`src/rtl/core/nqse_pkg.sv`:
```
// ----------------------------------------------------------------------------
// nqse_pkg
// shared types and constants of the n-queens enumerator
// ----------------------------------------------------------------------------
package nqse_pkg;

    localparam int MAX_QUEENS = 16;                       // largest board side
    localparam int ROW_W      = $clog2(MAX_QUEENS);       // row index / stored column
    localparam int COL_W      = $clog2(MAX_QUEENS + 1);   // column candidate, board side
    localparam int BS_W       = 5;                        // board_size register width
    localparam int FIELD_W    = 4;                        // packed column field width
    localparam int PLACE_W    = 64;                       // placement width
    localparam int CNT_W      = 24;                       // solution counter width
    localparam int IN_DATA_W  = 8;                        // input tdata width
    localparam int OUT_DATA_W = PLACE_W + CNT_W;          // output tdata width

    localparam logic [CNT_W-1:0] COUNT_MAX = {CNT_W{1'b1}};
    localparam logic [BS_W-1:0]  BS_RESET  = BS_W'(8);

    typedef enum logic [1:0] {
        S_IDLE,
        S_SEARCH,
        S_EMIT
    } state_t;

    // controller to datapath
    typedef struct packed {
        logic cfg_we;
        logic start;
        logic step;
        logic load_out;
    } cmd_t;

    // datapath to controller
    typedef struct packed {
        logic immediate;
        logic finish;
        logic out_free;
    } status_t;

endpackage

```
`src/rtl/core/nqse_ctrl.sv`:
```
// ----------------------------------------------------------------------------
// nqse_ctrl
// sequencer: accept a request, run the search steps, hand off the result
// ----------------------------------------------------------------------------
module nqse_ctrl
    import nqse_pkg::*;
(
    input  logic    clk,
    input  logic    rst_n,
    input  logic    in_valid,
    output logic    in_ready,
    input  logic    cfg_valid,
    output logic    cfg_ready,
    input  status_t status,
    output cmd_t    cmd
);

    state_t state_reg;
    state_t state_next;

    always_ff @(posedge clk or negedge rst_n)
    begin
        if (!rst_n)
        begin
            state_reg <= S_IDLE;
        end
        else
        begin
            state_reg <= state_next;
        end
    end

    always_comb
    begin
        state_next = state_reg;
        case (state_reg)
            S_IDLE:
            begin
                if (!cfg_valid && in_valid)
                begin
                    state_next = status.immediate ? S_EMIT : S_SEARCH;
                end
            end
            S_SEARCH:
            begin
                if (status.finish)
                begin
                    state_next = S_EMIT;
                end
            end
            S_EMIT:
            begin
                if (status.out_free)
                begin
                    state_next = S_IDLE;
                end
            end
            default:
            begin
                state_next = S_IDLE;
            end
        endcase
    end

    always_comb
    begin
        cmd       = '0;
        in_ready  = 1'b0;
        cfg_ready = 1'b0;
        case (state_reg)
            S_IDLE:
            begin
                // config has priority over a request in the same cycle
                cfg_ready    = 1'b1;
                in_ready     = !cfg_valid;
                cmd.cfg_we   = cfg_valid;
                cmd.start    = !cfg_valid && in_valid;
            end
            S_SEARCH:
            begin
                cmd.step = 1'b1;
            end
            S_EMIT:
            begin
                cmd.load_out = status.out_free;
            end
            default:
            begin
                cmd = '0;
            end
        endcase
    end

endmodule

```
`src/rtl/core/nqse_dp.sv`:
```
// ----------------------------------------------------------------------------
// nqse_dp
// board stack, conflict check, solution counter and output register
// ----------------------------------------------------------------------------
module nqse_dp
    import nqse_pkg::*;
(
    input  logic                  clk,
    input  logic                  rst_n,
    input  cmd_t                  cmd,
    output status_t               status,
    input  logic                  restart,
    input  logic [BS_W-1:0]       cfg_data,
    output logic                  out_valid,
    input  logic                  out_ready,
    output logic                  out_found,
    output logic [PLACE_W-1:0]    out_placement,
    output logic [CNT_W-1:0]      out_count
);

    logic [ROW_W-1:0] qc_reg [MAX_QUEENS];

    logic [BS_W-1:0]  board_size_reg, board_size_next;
    logic [ROW_W-1:0] row_reg, row_next;
    logic [COL_W-1:0] col_reg, col_next;
    logic             full_reg, full_next;
    logic             done_reg, done_next;
    logic [CNT_W-1:0] count_reg, count_next;

    logic               valid_reg, valid_next;
    logic               found_reg;
    logic [PLACE_W-1:0] place_reg;
    logic [CNT_W-1:0]   cnt_out_reg;

    logic [COL_W-1:0] side;
    logic [ROW_W-1:0] rd_idx;
    logic [COL_W-1:0] rd_col_inc;
    logic             full_eff;
    logic             done_eff;
    logic             col_over;
    logic             sq_free;
    logic             last_row;
    logic             qc_we;
    logic [PLACE_W-1:0] packed_place;

    assign side = (board_size_reg > BS_W'(MAX_QUEENS)) ? COL_W'(MAX_QUEENS)
                                                       : COL_W'(board_size_reg);

    // resume reads the last row; backtrack reads the row above
    assign rd_idx     = cmd.start ? row_reg : row_reg - ROW_W'(1);
    assign rd_col_inc = COL_W'(qc_reg[rd_idx]) + COL_W'(1);

    assign full_eff = restart ? 1'b0 : full_reg;
    assign done_eff = restart ? 1'b0 : done_reg;
    assign col_over = (col_reg >= side);
    assign last_row = ((COL_W'(row_reg) + COL_W'(1)) == side);

    // column and diagonal check against every placed row
    always_comb
    begin
        logic [COL_W-1:0] q;
        logic [COL_W-1:0] dc;
        sq_free = 1'b1;
        for (int i = 0; i < MAX_QUEENS; i++)
        begin
            q  = COL_W'(qc_reg[i]);
            dc = (q > col_reg) ? (q - col_reg) : (col_reg - q);
            if (ROW_W'(i) < row_reg)
            begin
                if ((q == col_reg) || (dc == (COL_W'(row_reg) - COL_W'(i))))
                begin
                    sq_free = 1'b0;
                end
            end
        end
    end

    assign qc_we = cmd.step && !col_over && sq_free;

    assign status.immediate = done_eff || (side == '0);
    assign status.finish    = (col_over && (row_reg == '0)) || qc_we && last_row;
    assign status.out_free  = !valid_reg || out_ready;

    always_comb
    begin
        board_size_next = board_size_reg;
        row_next        = row_reg;
        col_next        = col_reg;
        full_next       = full_reg;
        done_next       = done_reg;
        count_next      = count_reg;
        if (cmd.cfg_we)
        begin
            board_size_next = cfg_data;
            row_next        = '0;
            col_next        = '0;
            full_next       = 1'b0;
            done_next       = 1'b0;
            count_next      = '0;
        end
        else if (cmd.start)
        begin
            full_next  = full_eff;
            done_next  = done_eff;
            count_next = restart ? '0 : count_reg;
            if (done_eff)
            begin
                done_next = 1'b1;
            end
            else if (side == '0)
            begin
                done_next = 1'b1;
                full_next = 1'b0;
            end
            else if (full_eff)
            begin
                // row_reg still points at the last row of the previous solution
                col_next = rd_col_inc;
            end
            else
            begin
                row_next = '0;
                col_next = '0;
            end
        end
        else if (cmd.step)
        begin
            if (col_over)
            begin
                if (row_reg == '0)
                begin
                    done_next = 1'b1;
                    full_next = 1'b0;
                end
                else
                begin
                    row_next = row_reg - ROW_W'(1);
                    col_next = rd_col_inc;
                end
            end
            else if (sq_free)
            begin
                if (last_row)
                begin
                    full_next = 1'b1;
                    if (count_reg != COUNT_MAX)
                    begin
                        count_next = count_reg + CNT_W'(1);
                    end
                end
                else
                begin
                    row_next = row_reg + ROW_W'(1);
                    col_next = '0;
                end
            end
            else
            begin
                col_next = col_reg + COL_W'(1);
            end
        end
    end

    always_comb
    begin
        packed_place = '0;
        for (int i = 0; i < MAX_QUEENS; i++)
        begin
            if ((COL_W'(i) < side) && !done_reg)
            begin
                packed_place[i*FIELD_W +: FIELD_W] = FIELD_W'(qc_reg[i]);
            end
        end
    end

    always_comb
    begin
        valid_next = valid_reg;
        if (cmd.load_out)
        begin
            valid_next = 1'b1;
        end
        else if (out_ready)
        begin
            valid_next = 1'b0;
        end
    end

    always_ff @(posedge clk or negedge rst_n)
    begin
        if (!rst_n)
        begin
            board_size_reg <= BS_RESET;
            row_reg        <= '0;
            col_reg        <= '0;
            full_reg       <= 1'b0;
            done_reg       <= 1'b0;
            count_reg      <= '0;
            valid_reg      <= 1'b0;
        end
        else
        begin
            board_size_reg <= board_size_next;
            row_reg        <= row_next;
            col_reg        <= col_next;
            full_reg       <= full_next;
            done_reg       <= done_next;
            count_reg      <= count_next;
            valid_reg      <= valid_next;
        end
    end

    always_ff @(posedge clk)
    begin
        if (qc_we)
        begin
            qc_reg[row_reg] <= col_reg[ROW_W-1:0];
        end
        if (cmd.load_out)
        begin
            found_reg   <= !done_reg;
            place_reg   <= packed_place;
            cnt_out_reg <= count_reg;
        end
    end

    assign out_valid     = valid_reg;
    assign out_found     = found_reg;
    assign out_placement = place_reg;
    assign out_count     = cnt_out_reg;

endmodule

```
`src/rtl/core/n_queens_solution_enumerator.sv`:
```
// a request that ends at once (search exhausted or empty board) goes from idle straight to emit;
// otherwise the search runs one step per square tried or backtrack since the last solution, then emits
// throughput: one request at a time; the combinational conflict check sets the pace
// the output register lets the next request start while a result waits
// reset: board_size returns to 8, search cleared, solution count zero, no result pending
// ----------------------------------------------------------------------------
// n_queens_solution_enumerator
// depth-first n-queens search that returns one solution per request
// ----------------------------------------------------------------------------
module n_queens_solution_enumerator
    import nqse_pkg::*;
(
    input  logic                  clk,
    input  logic                  rst_n,
    // request channel
    input  logic                  s_tvalid,
    output logic                  s_tready,
    input  logic [IN_DATA_W-1:0]  s_tdata,    // [0] restart, [7:1] zero
    // result channel
    output logic                  m_tvalid,
    input  logic                  m_tready,
    output logic [OUT_DATA_W-1:0] m_tdata,    // [63:0] placement, [87:64] solution_number
    output logic [0:0]            m_tuser,    // [0] found
    // board size register
    input  logic                  cfg_valid,
    output logic                  cfg_ready,
    input  logic [BS_W-1:0]       cfg_data
);

    cmd_t    cmd;
    status_t status;

    logic [PLACE_W-1:0] placement;
    logic [CNT_W-1:0]   solution_number;
    logic               found;

    // sequencer: idle -> search steps (skipped when a request ends at once) -> hand the result to the output register
    nqse_ctrl u_ctrl (
        .clk       (clk),
        .rst_n     (rst_n),
        .in_valid  (s_tvalid),
        .in_ready  (s_tready),
        .cfg_valid (cfg_valid),
        .cfg_ready (cfg_ready),
        .status    (status),
        .cmd       (cmd)
    );

    // row stack, conflict check, counter; each search step tries one square, backtracks one row or ends the search
    nqse_dp u_dp (
        .clk           (clk),
        .rst_n         (rst_n),
        .cmd           (cmd),
        .status        (status),
        .restart       (s_tdata[0]),
        .cfg_data      (cfg_data),
        .out_valid     (m_tvalid),
        .out_ready     (m_tready),
        .out_found     (found),
        .out_placement (placement),
        .out_count     (solution_number)
    );

    // result transaction layout
    assign m_tdata    = {solution_number, placement};
    assign m_tuser[0] = found;

endmodule

```
`config.mk`:
```
export PLATFORM = sky130hd
export DESIGN_NAME = n_queens_solution_enumerator
export DESIGN_NICKNAME = d
export VERILOG_FILES = /design/src/rtl/core/nqse_pkg.sv /design/src/rtl/core/nqse_ctrl.sv /design/src/rtl/core/nqse_dp.sv /design/src/rtl/core/n_queens_solution_enumerator.sv
export SDC_FILE = /design/constraint.sdc
export NUM_CORES = 1
export LEC_CHECK = 0
export ABC_AREA = 1
export BUFFER_PORTS_ARGS = -buffer_cell sky130_fd_sc_hd__buf_2
export CAP_MARGIN = 5
export CORE_UTILIZATION = 40
export CTS_BUF_LIST = sky130_fd_sc_hd__clkbuf_4
export DETAILED_ROUTE_END_ITERATION = 6
export GPL_TIMING_DRIVEN = 0
export PLACE_DENSITY = 0.61
export SETUP_SLACK_MARGIN = 0.3
export SLEW_MARGIN = 20
export SYNTH_ARGS = -nofsm -noshare
export SYNTH_HDL_FRONTEND = slang
export SYNTH_SLANG_ARGS = --single-unit
export TNS_END_PERCENT = 100
```
`constraint.sdc`:
```
create_clock -name clk -period 7.3 [get_ports clk]
set_input_delay 0.73 -clock clk [delete_from_list [all_inputs] [get_ports clk]]
set_output_delay 0.73 -clock clk [all_outputs]
set_load 0.02 [all_outputs]
```
; ---- After elaboration in Yosys (flattened, before gate mapping)
; Memory sizes are Yosys's and may differ from the RTL's.
; Index checks and enable logic that the tools add are counted.
[totals]
register_bits = 132
ram_bits = 64
input_bits = 18
out_inout_bits = 92
wordCells = 350
memories = 1
[classes]
n_addsub = 53
n_lt_le_gt_ge = 50
n_eq_ne = 48
muxes = 110
n_reduce_logical = 62
[memory_table]
columns = memory, words, width, rd, rd_clocked_by_memory_dff, wr, line
row1 = u_dp.qc_reg, 16, 4, 17, 0, 1, nqse_dp.sv:21  ; logic [ROW_W-1:0] qc_reg [MAX_QUEENS];
[ops]
columns = op, count
row1 = two-way mux 24 bit, 8
row2 = two-way mux 5 bit, 27
row3 = == test 4 x 5 -> 1 bit, 16
row4 = == test 5 bit, 16
row5 = > comparator 4 x 5 -> 1 bit, 16
row6 = subtractor 4 x 5 -> 5 bit, 16
row7 = subtractor 5 x 4 -> 5 bit, 16
row8 = two-way mux 1 bit, 58
row9 = two-way mux 4 bit, 11
row10 = less-than comparator 4 x 5 -> 1 bit (first input constant), 8
row11 = subtractor 4 x 4 -> 5 bit (second input constant), 8
row12 = less-than comparator 4 bit (first input constant), 8
row13 = adder 24 x 1 -> 24 bit (second input constant), 1
row14 = != test 24 bit (second input constant), 1
row15 = logical AND 1 bit, 21
row16 = less-than comparator 3 x 5 -> 1 bit (first input constant), 4
row17 = subtractor 4 x 3 -> 5 bit (second input constant), 4
row18 = logical OR 1 bit, 19
row19 = nonzero test 3 bit, 6
row20 = less-than comparator 3 x 4 -> 1 bit (first input constant), 4
row21 = != test 3 bit (second input constant), 4
row22 = adder 4 x 1 -> 5 bit (second input constant), 2
row23 = less-than comparator 1 x 5 -> 1 bit (first input constant), 2
row24 = less-than comparator 2 x 5 -> 1 bit (first input constant), 2
row25 = 31 further kinds, 45

; ---- Logic depth before layout (Yosys ltp)
; Gate-level depths: netlist (run 1).
[logic_depth]
ltp_word = 41
ltp_mapped = 27
depth_no_buf = 25

; ---- By module
; Synthesis (run 1) repeated with hierarchy kept, for this count alone.
[unflattened]
cells_unflattened = 2233
area_unflattened_um2 = 16886.2
[by_module_without_submodules]
columns = module, instances, cells_per_inst, area_each_um2, seq_area_each_um2
row1 = nqse_dp, 1, 2206, 16727.3, 5621.6
row2 = nqse_ctrl, 1, 27, 158.9, 50.0

; ---- Worst setup path before layout (run 1)
; Ideal clock, no wire load.
[synth_timing]
path_type = reg2reg
start = reg u_dp.col_reg[1]
end = mem u_dp.qc_reg[14][0] (netlist name) (enable)
setup_ns = 0.329
t_arrival_ns = 4.907
t_required_ns = 6.971
slack_ns = 2.063
stages_incl_launch_ff = 22
path_buffers = 1
synth_period_minus_slack_ns = 5.237
cell_sequence = dfrtp_1 inv_1 ha_1 nand2_1 inv_1 nand3_1 nand3_1 nand2_2 nand2_1 o21ai_0 nand2_1 nand2_1 nand3_1 nand2_1 nand2_1 nand2_1 inv_2 nand2_1 nor2_4 nand3_1 buf_2 nor2_1
[synth_via]
elab_chain_cells = 39
elab_cells_between_ends = 150
classes_between = 32 x add/sub / 17 x order compare / 32 x eq/ne / 50 x mux / 19 x reduce/logical
[synth_rtl]
columns = element, line
row1 = from (decl), nqse_dp.sv:25  ; logic [COL_W-1:0] col_reg, col_next;
row2 = from (signal assigned), nqse_dp.sv:205  ; col_reg <= col_next;
row3 = subtractor 5 x 4 -> 5 bit (tied with other cells), nqse_dp.sv:67  ; dc = (q > col_reg) ? (q - col_reg) : (col_reg - q);
row4 = two-way mux 5 bit, nqse_dp.sv:67
row5 = == test 5 x 4 -> 1 bit, nqse_dp.sv:70  ; if ((q == col_reg) || (dc == (COL_W'(row_reg) - COL_W'(i))))
row6 = logical OR 1 bit, nqse_dp.sv:70
row7 = two-way mux 1 bit, nqse_dp.sv:70
row8 = two-way mux 1 bit, nqse_dp.sv:68  ; if (ROW_W'(i) < row_reg)
row9 = two-way mux 1 bit, nqse_dp.sv:70
row10 = two-way mux 1 bit, nqse_dp.sv:68
row11 = (+23 left out), n/a
row12 = two-way mux 1 bit, nqse_dp.sv:68
row13 = two-way mux 1 bit, nqse_dp.sv:70
row14 = two-way mux 1 bit, nqse_dp.sv:68
row15 = two-way mux 1 bit, nqse_dp.sv:70
row16 = two-way mux 1 bit, nqse_dp.sv:68
row17 = logical AND 1 bit *, nqse_dp.sv:78  ; assign qc_we = cmd.step && !col_over && sq_free;
row18 = two-way mux 1 bit *, nqse_dp.sv:215  ; if (qc_we)
row19 = two-way mux 1 bit (implied by the code) *, nqse_dp.sv:217  ; qc_reg[row_reg] <= col_reg[ROW_W-1:0];
row20 = to (decl), nqse_dp.sv:21
; Every way passes the cells marked *; elsewhere a longest branch is shown, timed or not.

; ---- Worst setup path in the final report (run 1)
[layout_timing]
start = reg u_dp.row_reg[1]
end = mem u_dp.qc_reg[5][0] (netlist name) (enable)
[layout_via]
elab_chain_cells = 37
elab_cells_between_ends = 98
classes_between = 15 x add/sub / 16 x order compare / 16 x eq/ne / 34 x mux / 17 x reduce/logical
[layout_rtl]
columns = element, line
row1 = from (decl), nqse_dp.sv:24  ; logic [ROW_W-1:0] row_reg, row_next;
row2 = from (signal assigned), nqse_dp.sv:204  ; row_reg <= row_next;
row3 = branches (longest 37 deep; another with subtractor 4 x 1 -> 5 bit), n/a
; Parallel ways; which one is timed is not known.

==> impl_metrics.toml, run 1 <==
[run_status]
status = "complete, but fails checks"
violations = "design-rule violations"

[yosys]
synth_xor_area_share_pct = 4.30
syn-cell-area_mm2 = 0.0169
synth_cell_type_count = 55
muxShareOfSynthArea_pct = 0
synthFlopType = "edfxtp_1"
ys_seq_area_share_pct = 33.6
synth_compound_area_share_pct = 8.27
synth-simple-area-share_pct = 29.7
synth_seq_cells = 196
synthCells = 2196
synth_fa_ha_area_share_pct = 15.4
synth-edff-count = 153
synthArstFlopShare_pct = 21.9
synth_top_family_by_area = "simple AND/OR/NAND/NOR gates"
syn_avg_cell_area_um2 = 7.69
synth_fp_nets = 2403
ys.warnings.count = 0

[timing]
setup_viol = 0
rsz0062_at_grt = "no"
fmax_mhz = 185
slew_violations = 0
holdWs_ns = 0.104
skew_ns = 0.0431
hold_viol = 0
maxSlewHeadroom_pct = 25.2
period_share_pct = 74.0
worst_pin_slew_ns = 1.12
period_needed_ns = 5.40

[die]
fp.dieH_um = 207
core_area_mm2 = 0.0412
die_x_um = 207
row_count = 74
pin_count = 110
die_area_mm2 = 0.0430
initial_utilization_pct = 41.0

[routing]
via_per_inst = 5.34
drc = 9
wirelength_mm = 56.2
ant_nets = 0
first_iter_violations = 1394
firstDrtPassIters = 7
vias = 15361
wl_per_cell_um = 19.6

[cts]
root_buffer = "clkbuf_4"
clock_latency_ns = 0.84
cts_resized = 0
clockBufferDepth = 2
numCtsBuffers = 17
clkTransAtPathRegs_ns = 0.19
cts_tree = "built"
ctsHtreeMaxLevel = 4
cts.sinks = 196

[setup_path]
worst-r2r-cell-count = 21
setup.worst_path.class = "flip-flop to flip-flop"
r2r-start = "u_dp.row_reg[1]$_DFFE_PN0P_"
rrSetupSlack_ns = 1.90
arrival_ns = 5.87
rr_endpoint = "u_dp.qc_reg[5][0]$_DFFE_PP_"
start_kind = "flip-flop"
crit_path_max_fanout = 14
cp.required_ns = 7.76
crit_path_end_kind = "flip-flop"

[pwr]
power_frac_seq_pct = 22.9
p_sw_mw = 4.41
combPwrFrac_pct = 68.5
vdd_drop_max_mv = 0.289
p_per_area_mw_per_mm2 = 422
swShare_pct = 56.2
total_power_mw = 7.85
clock_power_share_pct = 8.7
p_leak_nw = 9.04
internal_power_mw = 3.43

[layout]
fin_area_mm2 = 0.0186
nets = 2532
syn2layout_area_growth_pct = 10.2
mostFrequentLayoutCell = "nand2_1"
layout_common_cells = "578 x nand2_1, 299 x inv_1, 212 x nand3_1"
layout-drive-gt1-share_pct = 11.4
nFillCells = 4096

[min_path]
whs_path_depth = 3
hp-class = "input port to flip-flop"
min_to = "u_dp.board_size_reg[1]$_DFFE_PN0P_"
worstHoldStart = "cfg_data[1]"

[grt]
grt_pass1_vias = 14618
antenna_found_initial = 1
grt_usage_pct = 26.3
grt_pass1_wl_mm = 85.3
gr-total-overflow = 0
grt_max_degree = 44

[placement]
port_buffers = 102
placed_area_mm2 = 0.0182
dp_hpwl_mm = 42.6
gp_congestion = 0.957

[flow_run]
cap_violations = 0
==> layout make-up <==
class                           count  area (um2)  share of cell area [%]
Antenna cell                        4        10.0                  0.0538
Timing Repair Buffer              110         678                    3.65
Sequential cell                   196        5680                    30.5
Multi-Input combinational cell   1641        9750                    52.4
Tap cell                          532         666                    3.58
Clock buffer                       17         128                   0.686
Inverter                          315        1190                    6.40
Clock inverter                     15         216                    1.16
Buffer                             44         283                    1.52
==> power by group through the flow <==
stage	Sequential (mW)	Combinational, mW	Clock, mW
2_1_floorplan	1.90	3.58	0
3_3_place_gp	1.90	5.06	0
3_5_place_dp	1.82	5.27	0
4_1_cts	1.79	5.29	0.701
5_1_grt	1.82	5.91	0.731
6_report	1.79	5.37	0.679
==> worst max-delay path, stage by stage (launching register included) <==
cell	delay, ns
dfrtp_1	0.52
inv_1	0.15
clkbuf_1	0.85
ha_1	0.39
inv_1	0.22
nand2_1	0.11
and2_1	0.12
buf_2	0.26
xor2_1	0.21
inv_1	0.06
nand3_1	0.08
nand2_1	0.06
nand3_1	0.08
o21ai_1	0.08
nand2_1	0.10
nand2_1	0.05
inv_1	0.05
nand2_1	0.10
nor2_4	0.19
nand3_1	0.45
buf_2	0.41
nor2_1	0.51
==> routing by layer <==
layer | share of wire, % | GRT usage, % | vias up
li1 | - | - | 7438
met1 | 45 | 34.6 | 7366
met2 | 46 | 42.8 | 457
met3 | 5.4 | 4.80 | 100
met4 | 3.3 | 9.73 | 0
met5 | 0 | 0 | -
==> synth_stat cells (16+ instances only) <==
library cell	instances	share of area [%]
nand4_1	18	0.67
dfrtp_1	42	6.2
o21ai_0	84	2.5
nand2_2	16	0.59
edfxtp_1	153	27
xor2_1	58	3.0
o21ai_1	19	0.56
nor3_1	31	0.92
ha_1	157	12
inv_1	303	6.7
fa_1	32	3.8
o211ai_1	20	0.89
nand3_1	212	6.3
nor2_1	203	4.5
nand2_1	578	13
a21oi_1	65	1.9
nand3_2	21	1.2
xnor2_1	25	1.3
==> through the flow <==
step | TNS (ns) | setup slack, ns | utilization (%) | cells
6_report | 0 | 1.90 | 45.2 | 2874
5_1_grt | 0 | 1.73 | 45.1 | 2872
4_1_cts | 0 | 1.97 | 45.1 | 2869
3_5_place_dp | 0 | 2.02 | 44.3 | 2837
3_3_place_gp | -85.42 | -1.35 | 43.8 | 2830
2_1_floorplan | 0 | 2.06 | - | 2196
==> cell families after synthesis <==
family / after synthesis
fa+ha+maj: 189
simple gates: 1129
compound gates: 240
buf+inv: 359
flops: 196
xor+xnor: 83
==> worst max path at each step <==
stage,startpoint,end
floorplan,u_dp.col_reg[1]$_DFFE_PN0P_,u_dp.qc_reg[14][0]$_DFFE_PP_
global placement,u_dp.col_reg[1]$_DFFE_PN0P_,u_dp.qc_reg[5][0]$_DFFE_PP_
detailed placement,u_dp.row_reg[1]$_DFFE_PN0P_,u_dp.qc_reg[5][0]$_DFFE_PP_
CTS,u_dp.row_reg[1]$_DFFE_PN0P_,u_dp.qc_reg[5][0]$_DFFE_PP_
global route,u_dp.row_reg[1]$_DFFE_PN0P_,u_dp.qc_reg[5][0]$_DFFE_PP_
finish,u_dp.row_reg[1]$_DFFE_PN0P_,u_dp.qc_reg[5][0]$_DFFE_PP_
==> repair_timing <==
item	in CTS	in global routing
buffers inserted	0	0
hold buffers	0	1
endpoints found under the setup margin	0	0
endpoints found under the hold margin	0	42
No activity file was read; power rests on OpenSTA's default activity.
==> run 2: changes to the inputs <==
- clock period: 7.3 -> 5.6 ns (I/O delays scaled with it)
==> run 2 against run 1 <==
The run now ends clean. Sequential share of layout area shrank 0.087 points. Total power increased by 31%. Cell area is 0.42% higher. Critical path type unchanged. Via count about the same. Critical path depth increased by 2. Critical endpoint is now u_dp.qc_reg[1][1]$_DFFE_PP_. Flip-flop and latch count unchanged. Highest routed layer unchanged. Count of clock-buffer cells in the layout stayed put. Global-route usage hardly changed. First-iteration DRC count decreased by 7.2%. Utilization is 0.19 points higher.
==> impl_metrics.toml, run 2 (synthesis results as in run 1) <==
[cts]
cts.sinks = 196
ctsHtreeMaxLevel = 4
cts_tree = "built"
clock_latency_ns = 0.82
root_buffer = "clkbuf_4"
cts_setup_buffers = 0
clockBufferDepth = 2
clkTransAtPathRegs_ns = 0.22
numCtsBuffers = 17

[pwr]
p_sw_mw = 5.75
vdd_drop_max_mv = 0.383
total_power_mw = 10.2
p_per_area_mw_per_mm2 = 548
internal_power_mw = 4.49
p_leak_nw = 9.07
swShare_pct = 56.2
power_frac_seq_pct = 22.9
combPwrFrac_pct = 68.5
clock_power_share_pct = 8.6

[routing]
wirelength_mm = 56.2
vias = 15370
wl_per_cell_um = 19.5
drc = 0
via_per_inst = 5.34
ant_nets = 0
first_iter_violations = 1294
firstDrtPassIters = 7

[grt]
grt_pass1_vias = 14655
antenna_found_initial = 1
grt_util_met1_pct = 34.7
gr-total-overflow = 0
gr-max-usage-layer = "met2"
grt_pass1_wl_mm = 85.4
grt_usage_pct = 26.3
grt_max_degree = 44
use_met3_pct = 4.80
use_met2_pct = 42.9

[placement]
placed_area_mm2 = 0.0182
dp_hpwl_mm = 42.6
gp_congestion = 0.957
port_buffers = 102
place_ws_ns = 0.323
placed_cells_incl_taps = 2837

[layout]
layout_common_cells = "578 x nand2_1, 299 x inv_1, 212 x nand3_1"
mostFrequentLayoutCell = "nand2_1"
syn2layout_area_growth_pct = 10.6
nets = 2538
layout-drive-gt1-share_pct = 11.5
final_cells = 2878
fin_area_mm2 = 0.0187

[timing]
period_share_pct = 90.0
fmax_mhz = 198
rsz0062_at_grt = "no"
finalWorstSetupSlack_ns = 0.558
slew_violations = 0
skew_ns = 0.0423
maxSlewHeadroom_pct = 19.2
worst_pin_slew_ns = 1.20
period_needed_ns = 5.04
hold_viol = 0
holdWs_ns = 0.181
setup_viol = 0

[run_status]
status = "complete, no violations"

[setup_path]
rr_endpoint = "u_dp.qc_reg[1][1]$_DFFE_PP_"
start_kind = "flip-flop"
r2r-start = "u_dp.col_reg[1]$_DFFE_PN0P_"
cp.required_ns = 6.06
crit_path_max_fanout = 32
rrSetupSlack_ns = 0.56
worst-r2r-cell-count = 23
arrival_ns = 5.50
setup.worst_path.class = "flip-flop to flip-flop"
crit_path_end_kind = "flip-flop"

[die]
pin_count = 110
fp.dieH_um = 207
die_x_um = 207
core_area_mm2 = 0.0412
initial_utilization_pct = 41.0
die_area_mm2 = 0.0430
row_count = 74

[min_path]
whs_path_depth = 6
min_to = "u_dp.col_reg[4]$_DFFE_PN0P_"
hp-class = "input port to flip-flop"
worstHoldStart = "s_tdata[0]"

[flow_run]
cap_violations = 0
## run 2: worst max-delay path, cell delays in order (launching register included)
cell and delay [ns]:
dfrtp_4 0.72, buf_12 0.27, inv_6 0.38, ha_1 0.34, nand2_1 0.12, inv_1 0.05
nand3_1 0.07, nand3_1 0.15, nand2_2 0.19, nand2_1 0.09, nand2_1 0.06, nand2_1 0.05
nand2_1 0.06, inv_1 0.03, nand3_1 0.06, nand2_1 0.10, nand2_1 0.09, nand2_1 0.08
inv_2 0.05, nand2_1 0.08, nor2_4 0.20, nand3_1 0.49, buf_2 0.42, nor2_1 0.45
## run 2: cell type report
class                   instances  area (um2)
multi-input cells            1641        9760
flip-flops and latches        196        5690
inverters                     315        1200
plain buffers                  44         285
well taps                     532         666
clock inverters                15         216
fillers                      4087       22500
clock buffers                  17         128
diodes                          2        5.00
repair buffers                116         738
## run 2: power groups by stage
stage	clock network (mW)	logic [mW]	registers (mW)
6_report	0.881	7.02	2.34
5_1_grt	0.953	7.72	2.38
4_1_cts	0.914	6.90	2.34
3_5_place_dp	0	6.86	2.37
3_3_place_gp	0	6.60	2.48
2_1_floorplan	0	4.66	2.48
## run 2: timing repair
item                                    4_1_cts  5_1_grt
hold endpoints to repair                     48        0
endpoints found under the setup margin        2       36
hold buffers                                  7        0
gates resized for setup                       1       13
## run 2: worst max-delay path by stage
stage | depth (start not counted) | slack, ns | endpoint | startpoint
2_1_floorplan | 21 | 0.36 | u_dp.qc_reg[14][0]$_DFFE_PP_ | u_dp.col_reg[1]$_DFFE_PN0P_
4_1_cts | 22 | 0.31 | u_dp.qc_reg[5][0]$_DFFE_PP_ | u_dp.col_reg[0]$_DFFE_PN0P_
3_5_place_dp | 21 | 0.32 | u_dp.qc_reg[5][0]$_DFFE_PP_ | u_dp.row_reg[1]$_DFFE_PN0P_
3_3_place_gp | 21 | -3.05 | u_dp.qc_reg[5][0]$_DFFE_PP_ | u_dp.col_reg[1]$_DFFE_PN0P_
5_1_grt | 23 | 0.34 | u_dp.qc_reg[1][1]$_DFFE_PP_ | u_dp.col_reg[1]$_DFFE_PN0P_
6_report | 23 | 0.56 | u_dp.qc_reg[1][1]$_DFFE_PP_ | u_dp.col_reg[1]$_DFFE_PN0P_
## run 2: metrics by stage
stage / utilization, % / setup TNS, ns
2_1_floorplan: - / 0
3_3_place_gp: 43.8 / -364.14
3_5_place_dp: 44.3 / 0
4_1_cts: 45.3 / 0
5_1_grt: 45.3 / 0
6_report: 45.3 / 0
## run 2: routing by layer
metal | routed length [um] | up-vias | part of all wire [%]
met2 | 25800 | 503 | 46
met4 | 1760 | 0 | 3.1
met3 | 3370 | 86 | 6.0
met5 | 0 | - | 0
li1 | - | 7445 | -
met1 | 25200 | 7336 | 45
==> run 3: changes to the inputs <==
- SYNTH_HIERARCHICAL: default -> 1
==> run 3 against run 2 <==
Sequential share of layout area is 0.089 points lower. Synthesized cell count grew 1.7%. Flip-flop and latch count is the same. Wire length is 1.1% lower. Critical path depth is 6 lower. Global-route usage fell by 0.17 points. Largest power group unchanged. Cell area grew 0.25%. Sequential power up 4%. Total power grew 14%.
==> impl_metrics.toml, run 3 <==
[setup_path]
crit_top_cell = "nand2_1"
slowest_delay_ns = 0.49
setup.worst_path.class = "flip-flop to flip-flop"
arrival_ns = 5.45
r2r-start = "u_dp/row_reg[1]$_DFFE_PN0P_"
cp_cell_sequence = "buf_2, clkinvlp_4, ha_1, buf_2, inv_1, clkbuf_2, xor2_1, nand3_1, nand2_1, nand2_1, nand2_1, nor2_1, nand2_1, nor2_4, nand3_2, buf_2, nor3_2"
crit_slowest_cell = "dfrtp_1"
crit_path_end_kind = "flip-flop"
rrSetupSlack_ns = 0.59
start_kind = "flip-flop"
crit_path_max_fanout = 13
rr_endpoint = "u_dp/qc_reg[4][3]$_DFFE_PP_"
worst-r2r-cell-count = 17
cp.required_ns = 6.04
path_buf_inv = 6
critical_path.top_delay_family = "buffers and inverters"

[timing]
slew_violations = 0
worst_pin_slew_ns = 1.15
skew_ns = 0.0459
rsz0062_at_grt = "no"
period_needed_ns = 5.01
finalWorstSetupSlack_ns = 0.594
setup_viol = 0
period_share_pct = 89.4
fmax_mhz = 200
maxSlewHeadroom_pct = 22.6
setup_tns_ns = 0
hold_viol = 0

[die]
die_area_mm2 = 0.0430
pin_count = 110
row_count = 74
fp.dieH_um = 207
core_area_mm2 = 0.0412
die_x_um = 207
initial_utilization_pct = 41.0

[layout]
nets = 2578
multi_input_area_mm2 = 0.00980
regArea_mm2 = 0.00568
nFillCells = 4136
final_cells = 2919
mostFrequentLayoutCell = "nand2_1"
fin_util_pct = 45.5
layout-drive-gt1-share_pct = 10.3
layout_common_cells = "660 x nand2_1, 303 x inv_1, 199 x nand3_1"
syn2layout_area_growth_pct = 10.9
fin_area_mm2 = 0.0187

[grt]
grt_pass1_wl_mm = 84.3
antenna_found_initial = 2
grt_usage_pct = 26.1
gr-total-overflow = 0
grt_max_degree = 44
grt_pass1_vias = 14624

[cts]
clockBufferDepth = 2
ctsHtreeMaxLevel = 4
numCtsBuffers = 17
clock_latency_ns = 0.78
cts.sinks = 196
clkTransAtPathRegs_ns = 0.20
cts_tree = "built"
root_buffer = "clkbuf_4"

[yosys]
yosysMostFrequentCell = "nand2_1"
synth_top_cells_by_area = "edfxtp_1 27%, nand2_1 15%, ha_1 12%"
synth_top_area_share_pct = 27.2
synthCells = 2233
synthTopCellsByCount = "660 x nand2_1, 307 x inv_1, 199 x nand3_1"
ys.warnings.count = 6
synthArstFlopShare_pct = 21.9
synth_cell_type_count = 50
synth_area_leader_cell = "edfxtp_1"
synth-edff-count = 153
syn-cell-area_mm2 = 0.0169
synthFlopType = "edfxtp_1"
synth_seq_cells = 196
ys_seq_area_share_pct = 33.6
syn_avg_cell_area_um2 = 7.56
synth_fp_nets = 2439

[pwr]
vdd_drop_max_mv = 0.335
p_leak_nw = 9.14
p_per_area_mw_per_mm2 = 622

[min_path]
hp-class = "input port to flip-flop"
whs_path_depth = 5
worstHoldStart = "s_tvalid"
min_to = "u_ctrl/state_reg[1]$_DFFE_PN0P_"

[placement]
place_ws_ns = -0.186
dp_hpwl_mm = 42.0
placed_area_mm2 = 0.0183
placed_cells_incl_taps = 2876
gp_congestion = 0.979
port_buffers = 102

[routing]
via_per_inst = 5.23
first_iter_violations = 1363
wirelength_mm = 55.6
wl_per_cell_um = 19.0
ant_nets = 0
firstDrtPassIters = 6
drc = 0
vias = 15273

[flow_run]
cap_violations = 0

[run_status]
status = "complete, no violations"
-- run 3: timing repair --
item,4_1_cts,5_1_grt
pin swaps,0,0
hold buffers,7,0
gates resized for setup,6,10
buffers inserted,2,0
hold endpoints to repair,48,0
endpoints found under the setup margin,55,65
-- run 3: per-layer routing --
layer	wire length, um	share of wire [%]	GRT usage (%)
met5	11	0.020	0
met3	3790	6.8	5.93
met4	1450	2.6	8.93
met1	24800	45	34.0
met2	25500	46	42.6
-- run 3: how the worst max path moves through the flow --
| stage | startpoint | end | slack [ns] | cells after the start |
|---|---|---|---|---|
| after floorplan | u_dp/col_reg[1]$_DFFE_PN0P_ | u_dp/qc_reg[10][0]$_DFFE_PP_ | 0.88 | 22 |
| after global placement | u_dp/col_reg[1]$_DFFE_PN0P_ | u_dp/qc_reg[9][0]$_DFFE_PP_ | -1.91 | 21 |
| after detailed placement | u_dp/row_reg[1]$_DFFE_PN0P_ | u_dp/qc_reg[9][0]$_DFFE_PP_ | -0.19 | 19 |
| after CTS | u_dp/row_reg[1]$_DFFE_PN0P_ | u_dp/qc_reg[9][2]$_DFFE_PP_ | 0.34 | 17 |
| after global routing | u_dp/col_reg[3]$_DFFE_PN0P_ | u_dp/qc_reg[6][1]$_DFFE_PP_ | 0.34 | 23 |
| final | u_dp/row_reg[1]$_DFFE_PN0P_ | u_dp/qc_reg[4][3]$_DFFE_PP_ | 0.59 | 17 |
-- run 3: power by group --
part           internal (mW)  switching (mW)
Sequential              2.07           0.368
Clock                  0.218           0.615
Combinational           2.67            5.71
Total                   4.96            6.70
-- run 3: area by class of cell --
| cell class | count | share of cell area [%] |
|---|---|---|
| multi-input cells | 1673 | 52.3 |
| flip-flops and latches | 196 | 30.4 |
| inverters | 317 | 6.45 |
| repair buffers | 120 | 4.15 |
| well taps | 532 | 3.55 |
| plain buffers | 47 | 1.48 |
| clock inverters | 14 | 0.962 |
| clock buffers | 18 | 0.722 |
| diodes | 2 | 0.0267 |
-- run 3: stage by stage --
| stage | hold slack (ns) | power, mW |
|---|---|---|
| global placement | 0.458 | 10.5 |
| detailed placement | 0.466 | 10.6 |
| CTS | 0.0288 | 11.6 |
| finish | 0.149 | 11.7 |
| global route | 0.0872 | 12.7 |
| floorplan | 0.264 | 8.14 |
-- run 3: cell families after synthesis --
| logic type | count (synthesis) | share of synthesized area [%] |
|---|---|---|
| flops | 196 | 33.6 |
| fa+ha+maj | 188 | 15.4 |
| buf+inv | 364 | 8.68 |
| simple gates | 1185 | 30.7 |
| compound gates | 212 | 7.00 |
| xor+xnor | 88 | 4.68 |
-- run 3: worst register-to-register path, cell delays in order (launching register included) --
cell and delay [ns]:
dfrtp_1 0.49, buf_2 0.29, clkinvlp_4 0.43, ha_1 0.44, buf_2 0.35, inv_1 0.21, clkbuf_2 0.37, xor2_1 0.26
nand3_1 0.10, nand2_1 0.06, nand2_1 0.10, nand2_1 0.06, nor2_1 0.10, nand2_1 0.13, nor2_4 0.22, nand3_2 0.29
buf_2 0.35, nor3_2 0.40
